==> src/design/spr_pkg.sv <==
// ----------------------------------------------------------------------------
// spr_pkg - shared definitions for the stream pattern replace block
// Sizing constants, register index codes and the byte type used by the
// block and by its port checker.
// ----------------------------------------------------------------------------
package spr_pkg;

   localparam int MAX_PATTERN = 8;
   localparam int MAX_REPLACE = 8;

   localparam int LEN_W      = 4;
   localparam int CSR_IDX_W  = 2;
   localparam int CSR_DATA_W = 64;

   typedef logic [7:0] byte_type;

   // configuration register indexes
   localparam logic [CSR_IDX_W-1:0] CSR_PATTERN_LEN   = 2'd0;
   localparam logic [CSR_IDX_W-1:0] CSR_PATTERN_BYTES = 2'd1;
   localparam logic [CSR_IDX_W-1:0] CSR_REPLACE_LEN   = 2'd2;
   localparam logic [CSR_IDX_W-1:0] CSR_REPLACE_BYTES = 2'd3;

endpackage

==> src/design/stream_pattern_replace.sv <==
// ----------------------------------------------------------------------------
// stream_pattern_replace - streaming find and replace on a byte stream
// Holds a sliding window as long as the pattern, swaps matches for the
// replacement text and flushes the window at the end of each stream.
// ----------------------------------------------------------------------------
// Usage: each request word carries one stream byte and a flag marking the last
// byte of a stream. The block takes one request word per cycle as long as the
// response side keeps up: every accepted byte is folded into the window in the
// cycle it arrives, and the response words it causes (none, one, up to the
// pattern length on a final flush, or the whole replacement on a match) are
// loaded into a burst register that is drained one word per cycle while
// rsp_stall is low. An item therefore holds the response channel until all its
// words, at most max(MaxPattern, MaxReplace), have left; the next request word
// is taken in the same cycle as the last word of the previous burst leaves, so
// items that produce nothing or one word each run at one byte per cycle. A final
// byte that produces no data gives a single end marker word with byte_valid
// low. Write configuration only while the block is idle; writing the pattern
// length empties the window.
// ----------------------------------------------------------------------------
module stream_pattern_replace #(
   parameter int MaxPattern = spr_pkg::MAX_PATTERN,
   parameter int MaxReplace = spr_pkg::MAX_REPLACE
) (
   input  logic                          clock,
   input  logic                          reset,
   // request channel
   input  logic                          req_valid,
   output logic                          req_stall,
   input  spr_pkg::byte_type             req_data_byte,
   input  logic                          req_final_byte,
   // response channel
   output logic                          rsp_valid,
   input  logic                          rsp_stall,
   output spr_pkg::byte_type             rsp_out_byte,
   output logic                          rsp_byte_valid,
   output logic                          rsp_run_end,
   output logic                          rsp_stream_end,
   // configuration write port
   input  logic                          csr_wr_en,
   input  logic [spr_pkg::CSR_IDX_W-1:0] csr_index,
   input  logic [spr_pkg::CSR_DATA_W-1:0] csr_wdata
);
   import spr_pkg::*;

   localparam int BurstDepth = (MaxPattern > MaxReplace) ? MaxPattern : MaxReplace;
   localparam int CntW       = $clog2(MaxPattern + 1);
   localparam int BstW       = $clog2(BurstDepth + 1);
   localparam int WinW       = MaxPattern * 8;
   localparam int RepW       = MaxReplace * 8;
   localparam int BstDataW   = BurstDepth * 8;

   // configuration registers
   logic [LEN_W-1:0]    pat_len_ff;
   logic [WinW-1:0]     pat_bytes_ff;
   logic [LEN_W-1:0]    rep_len_ff;
   logic [RepW-1:0]     rep_bytes_ff;

   // window: oldest byte in the low bits
   logic [WinW-1:0]     win_ff;
   logic [WinW-1:0]     win_in;
   logic [CntW-1:0]     win_cnt_ff;
   logic [CntW-1:0]     win_cnt_in;

   // response burst: next word to send in the low byte
   logic [BstDataW-1:0] bst_ff;
   logic [BstDataW-1:0] bst_in;
   logic [BstW-1:0]     bst_left_ff;
   logic [BstW-1:0]     bst_left_in;
   logic                bst_fin_ff;
   logic                bst_mark_ff;
   logic                bst_mark_in;

   logic                req_take;
   logic                rsp_take;

   logic [CntW-1:0]     plen;
   logic [BstW-1:0]     rlen;
   logic [CntW-1:0]     cnt_next;
   logic [WinW-1:0]     win_add;
   logic                win_full;
   logic                win_match;

   // ------------------------------------------------------------------------
   // Handshake. Take a new byte when the burst is empty or its last word is
   // leaving this cycle.
   // ------------------------------------------------------------------------
   assign rsp_valid = (bst_left_ff != '0);
   assign rsp_take  = rsp_valid && !rsp_stall;
   assign req_stall = (bst_left_ff > BstW'(1)) || ((bst_left_ff == BstW'(1)) && rsp_stall);
   assign req_take  = req_valid && !req_stall;

   assign rsp_out_byte   = bst_ff[7:0];
   assign rsp_byte_valid = !bst_mark_ff;
   assign rsp_run_end    = (bst_left_ff == BstW'(1));
   assign rsp_stream_end = rsp_run_end && bst_fin_ff;

   // ------------------------------------------------------------------------
   // Effective lengths: anything beyond the maximum acts as the maximum.
   // ------------------------------------------------------------------------
   always_comb begin
      if (pat_len_ff > LEN_W'(MaxPattern)) begin
         plen = CntW'(MaxPattern);
      end else begin
         plen = pat_len_ff[CntW-1:0];
      end
      if (rep_len_ff > LEN_W'(MaxReplace)) begin
         rlen = BstW'(MaxReplace);
      end else begin
         rlen = rep_len_ff[BstW-1:0];
      end
   end

   // ------------------------------------------------------------------------
   // Append the incoming byte behind the held bytes, then compare the whole
   // pattern length against the pattern bytes.
   // ------------------------------------------------------------------------
   assign cnt_next = win_cnt_ff + CntW'(1);
   assign win_full = (cnt_next == plen);

   always_comb begin
      win_add   = win_ff;
      win_match = 1'b1;
      for (int k = 0; k < MaxPattern; k++) begin
         if (CntW'(k) == win_cnt_ff) begin
            win_add[k*8 +: 8] = req_data_byte;
         end
      end
      for (int k = 0; k < MaxPattern; k++) begin
         if ((CntW'(k) < plen) && (win_add[k*8 +: 8] != pat_bytes_ff[k*8 +: 8])) begin
            win_match = 1'b0;
         end
      end
   end

   // ------------------------------------------------------------------------
   // Next window and the burst one byte causes.
   //   pass through  : send the byte itself
   //   match         : send the replacement, empty the window
   //   full, no match: send the oldest byte, drop it from the window; on a
   //                   final byte the whole window goes out in order
   //   not yet full  : keep the byte; on a final byte flush the window
   // A final byte that leaves nothing to send turns into an end marker.
   // ------------------------------------------------------------------------
   always_comb begin
      win_in      = win_add;
      win_cnt_in  = win_cnt_ff;
      bst_in      = BstDataW'(win_add);
      bst_left_in = '0;
      bst_mark_in = 1'b0;

      priority if (plen == '0) begin
         win_in      = win_ff;
         bst_in      = BstDataW'(req_data_byte);
         bst_left_in = BstW'(1);
      end else if (win_full && win_match) begin
         bst_in      = BstDataW'(rep_bytes_ff);
         bst_left_in = rlen;
         win_cnt_in  = '0;
      end else if (win_full) begin
         win_in      = win_add >> 8;
         win_cnt_in  = plen - CntW'(1);
         bst_left_in = req_final_byte ? BstW'(plen) : BstW'(1);
      end else begin
         win_cnt_in  = cnt_next;
         bst_left_in = req_final_byte ? BstW'(cnt_next) : '0;
      end

      if (req_final_byte) begin
         win_cnt_in = '0;
      end

      if (req_final_byte && (bst_left_in == '0)) begin
         bst_mark_in  = 1'b1;
         bst_left_in  = BstW'(1);
         bst_in[7:0]  = 8'h00;
      end
   end

   // ------------------------------------------------------------------------
   // Control registers: configuration, window fill and burst count.
   // ------------------------------------------------------------------------
   always_ff @(posedge clock) begin
      if (reset) begin
         pat_len_ff   <= '0;
         pat_bytes_ff <= '0;
         rep_len_ff   <= '0;
         rep_bytes_ff <= '0;
         win_cnt_ff   <= '0;
         bst_left_ff  <= '0;
      end else begin
         if (req_take) begin
            win_cnt_ff  <= win_cnt_in;
            bst_left_ff <= bst_left_in;
         end else if (rsp_take) begin
            bst_left_ff <= bst_left_ff - BstW'(1);
         end

         if (csr_wr_en) begin
            unique case (csr_index)
               CSR_PATTERN_LEN: begin
                  pat_len_ff <= csr_wdata[LEN_W-1:0];
                  // drop whatever the window held
                  win_cnt_ff <= '0;
               end
               CSR_PATTERN_BYTES: begin
                  pat_bytes_ff <= csr_wdata[WinW-1:0];
               end
               CSR_REPLACE_LEN: begin
                  rep_len_ff <= csr_wdata[LEN_W-1:0];
               end
               CSR_REPLACE_BYTES: begin
                  rep_bytes_ff <= csr_wdata[RepW-1:0];
               end
            endcase
         end
      end
   end

   // ------------------------------------------------------------------------
   // Payload registers: window bytes and burst words, no reset.
   // ------------------------------------------------------------------------
   always_ff @(posedge clock) begin
      if (req_take) begin
         win_ff      <= win_in;
         bst_ff      <= bst_in;
         bst_fin_ff  <= req_final_byte;
         bst_mark_ff <= bst_mark_in;
      end else if (rsp_take) begin
         // advance to the next word of the burst
         bst_ff <= bst_ff >> 8;
      end
   end

endmodule

==> config.mk <==
export PLATFORM = sky130hd
export DESIGN_NAME = stream_pattern_replace
export DESIGN_NICKNAME = d
export VERILOG_FILES = /design/src/design/spr_pkg.sv /design/src/design/stream_pattern_replace.sv
export SDC_FILE = /design/constraint.sdc
export NUM_CORES = 1
export LEC_CHECK = 0
export CORE_AREA = 2 2 221 223
export DETAILED_ROUTE_END_ITERATION = 7
export DIE_AREA = 0 0 223 225
export DONT_BUFFER_PORTS = 1
export PLACE_DENSITY_LB_ADDON = 0.3
export SLEW_MARGIN = 0
export SYNTH_ARGS = -nofsm -noshare
export SYNTH_HDL_FRONTEND = slang
export SYNTH_SLANG_ARGS = --single-unit
==> constraint.sdc <==
create_clock -name clock -period 4.2 [get_ports clock]
set_input_delay 0.21 -clock clock [delete_from_list [all_inputs] [get_ports clock]]
set_output_delay 0.21 -clock clock [all_outputs]
set_load 0.02 [all_outputs]
==> results.sh <==
export IMPL_die_y_um=225
export IMPL_cts_made_buffers=30
export IMPL_synth_most_common_cell="nand2_1"
export IMPL_syn_to_final_growth_pct=20.4
export IMPL_grt_usage_pct=17.8
export IMPL_yosysTopAreaCell="edfxtp_1"
export IMPL_grt_max_degree=142
export IMPL_synth_cell_types=66
export IMPL_avgSynthCellArea_um2=9.05
export IMPL_critical_path_max_fanout=10
export IMPL_slowest_delay_ns=0.59
export IMPL_clockRootBuffer="clkbuf_16"
export IMPL_worstHoldPathType="input pin to flip-flop"
export IMPL_end_kind="flip-flop"
export IMPL_synth_cells=1512
export IMPL_wire_per_inst_um=20.4
export IMPL_critical_path_buf_inv_count=2
export IMPL_clkTransAtPathRegs_ns=0.06
export IMPL_cp_slowest_cell="or4b_1"
export IMPL_power_leakage_nw=6.12
export IMPL_synth_nets=1603
export IMPL_viasPerCell=5.11
export IMPL_drv_slew=0
export IMPL_skew_ns=0.00962
export IMPL_hpwl_mm=30.7
export IMPL_synth_edff_count=130
export IMPL_pwr_density_cell_nw_per_um2=497
export IMPL_antenna_found_initial=0
export IMPL_slew_headroom_pct=35.9
export IMPL_power_w=0.00819
export IMPL_grt_use_met1_pct=23.5
export IMPL_die_x_um=223
export IMPL_final_util_pct=34.6
export IMPL_worstSkewPairLatency_ns=0.57
export IMPL_tightest_slew_ns=0.958
export IMPL_path_class="flip-flop to flip-flop"
export IMPL_num_rows=80
export IMPL_drc=0
export IMPL_finalHoldViolCount=0
export IMPL_yosys_top_cells_count="nand2_1 (367), a21oi_1 (166), dfxtp_1 (144), edfxtp_1 (130), mux2i_1 (113)"
export IMPL_path_delay_family="simple AND/OR/NAND/NOR gates"
export IMPL_gp_congestion=0.885
export IMPL_first_pass_iters=5
export IMPL_coreArea_um2=47500
export IMPL_required_ns=4.52
export IMPL_synth_seq_cells=274
export IMPL_cp_start_kind="flip-flop"
export IMPL_use_met3_pct=2.72
export IMPL_vias=11400
export IMPL_async_flop_share_pct=0
export IMPL_synth_ff_type="dfxtp_1"
export IMPL_io_pins=93
export IMPL_nNetsFinal=1685
export IMPL_status="completed"
export IMPL_busiest_layer="met2"
export IMPL_drive_gt1_share_pct=9.83
export IMPL_setup_violations=0
export IMPL_max_freq_ghz=0.248
export IMPL_cts_tree="done"
export IMPL_start_util_pct=28.8
export IMPL_period_share_pct=95.8
export IMPL_cap_violations=0
export IMPL_cp_cell_sequence="ha_2, nor3b_2, buf_6, mux2i_2, o221a_2, o2111ai_1, or4b_1, o41ai_4, nand3_4, buf_4, mux2i_1, nor2_1, a22o_1"
export IMPL_grt_pass1_wl_mm=68.5
export IMPL_grt_overflow_total=0
export IMPL_holdWs_ns=0.0306
export IMPL_use_met2_pct=30.0
export IMPL_htree_num_levels=1
export IMPL_finalCriticalPeriod_ns=4.02
export IMPL_drt_wl_total_mm=45.7
export IMPL_syn_area_um2=13700
export IMPL_dieArea_um2=50200
export IMPL_synth_top_cell_area_share_pct=28.5
export IMPL_clock_path_buffers=3
export IMPL_cts_sinks=274
export IMPL_ir_drop_uv=357
export IMPL_arrival_ns=4.35
export IMPL_grt_pass1_vias=11200
export IMPL_port_buffers=0
export IMPL_synthTopCellsByArea="edfxtp_1 (29%), dfxtp_1 (21%), nand2_1 (10%), mux2i_1 (8.3%), a21oi_1 (6.1%)"
export IMPL_ant_nets=0
export IMPL_ys_warn_count=0
export IMPL_drt_iter0_drc=970
export IMPL_ys_seq_area_share_pct=49.6
[cell families after synthesis]
| kind of cell | count (synthesis) | synth area share (%) |
|---|---|---|
| buffers and inverters | 160 | 5.03 |
| adders and majority gates | 11 | 1.01 |
| and+or+nand+nor | 544 | 17.2 |
| muxes | 115 | 8.47 |
| AOI/OAI and AO/OA | 363 | 15.8 |
| DFF | 274 | 49.6 |
| xor gates and xnor gates | 45 | 2.88 |
[where the power goes]
part	switching (W)	total [W]	internal, W
registers	0.000282	0.00380	0.00352
logic	0.00118	0.00178	0.000592
clock network	0.00111	0.00262	0.00151
total	0.00258	0.00819	0.00562
[layout make-up]
type,count,area (um2)
fillers,4912,31100
flip-flops and latches,274,6790
multi-input cells,1078,6260
repair buffers,161,1490
clock buffers,47,928
well taps,615,769
inverters,49,184
clock inverters,9,43.8
diodes,1,2.50
[cell usage in the layout, fill, tap and decap left out, drive strengths merged, types with 8 or more instances in the layout]
| master | netlist | layout |
|---|---|---|
| nor2b | 10 | 10 |
| clkbuf | 75 | 48 |
| dfxtp | 144 | 144 |
| nor3b | 9 | 9 |
| nand2 | 367 | 367 |
| o22ai | 24 | 24 |
| xnor2 | 17 | 17 |
| dlygate4sd3 | 0 | 77 |
| mux2i | 115 | 115 |
| o2111ai | 11 | 11 |
| nor3 | 17 | 17 |
| edfxtp | 130 | 130 |
| clkinv | 0 | 8 |
| nor2 | 72 | 72 |
| xor2 | 28 | 28 |
| a21oi | 167 | 167 |
| o21ai | 90 | 90 |
| nand3 | 12 | 12 |
| a211oi | 20 | 20 |
| inv | 49 | 50 |
| buf | 36 | 83 |
| nand2b | 20 | 20 |
| ha | 11 | 11 |
[path summary, 6_finish.rpt]
kind                                               startpoint                            end  slack [ns]  cells after the start
worst min register to register  rep_bytes_ff[43]$_SDFFE_PP0P_  rep_bytes_ff[43]$_SDFFE_PP0P_        0.45                      2
worst max-delay path                 win_cnt_ff[1]$_SDFF_PP0_            bst_ff[6]$_DFFE_PP_        0.18                     13
worst min-delay path                         req_data_byte[1]            bst_ff[1]$_DFFE_PP_        0.03                      2
worst max register to register       win_cnt_ff[1]$_SDFF_PP0_            bst_ff[6]$_DFFE_PP_        0.18                     13
[registers in the layout, indices dropped and copies added (netlist names)]
name,flops
bst_ff,64
pat_bytes_ff,64
rep_bytes_ff,64
win_ff,64
bst_left_ff,4
pat_len_ff,4
rep_len_ff,4
win_cnt_ff,4
bst_fin_ff,1
bst_mark_ff,1
[metal layers]
| layer | vias to the layer above | routed length, um |
|---|---|---|
| li1 | 5432 | - |
| met4 | 0 | 1310 |
| met2 | 327 | 21900 |
| met5 | - | 0 |
| met3 | 78 | 2370 |
| met1 | 5586 | 20100 |
[repair_timing]
action	CTS	global route
endpoints found under the setup margin	8	29
hold endpoints to repair	158	0
resized for setup	0	5
pin swaps	1	2
buffers inserted	1	6
cloned	0	1
hold buffers	78	0
[metrics by stage]
| step | area (um2) | instances | TNS [ns] | worst slack, ns |
|---|---|---|---|---|
| after floorplan | 13700 | 1512 | 0 | 0.413 |
| after global placement | 14600 | 2091 | 0 | 0.172 |
| after detailed placement | 14600 | 2091 | -0.0845 | -0.0191 |
| after CTS | 16400 | 2226 | 0 | 0.0219 |
| after global routing | 16500 | 2233 | -0.0513 | -0.0133 |
| final | 16500 | 2234 | 0 | 0.176 |
Note: power is estimated with default switching activity, not from simulation.
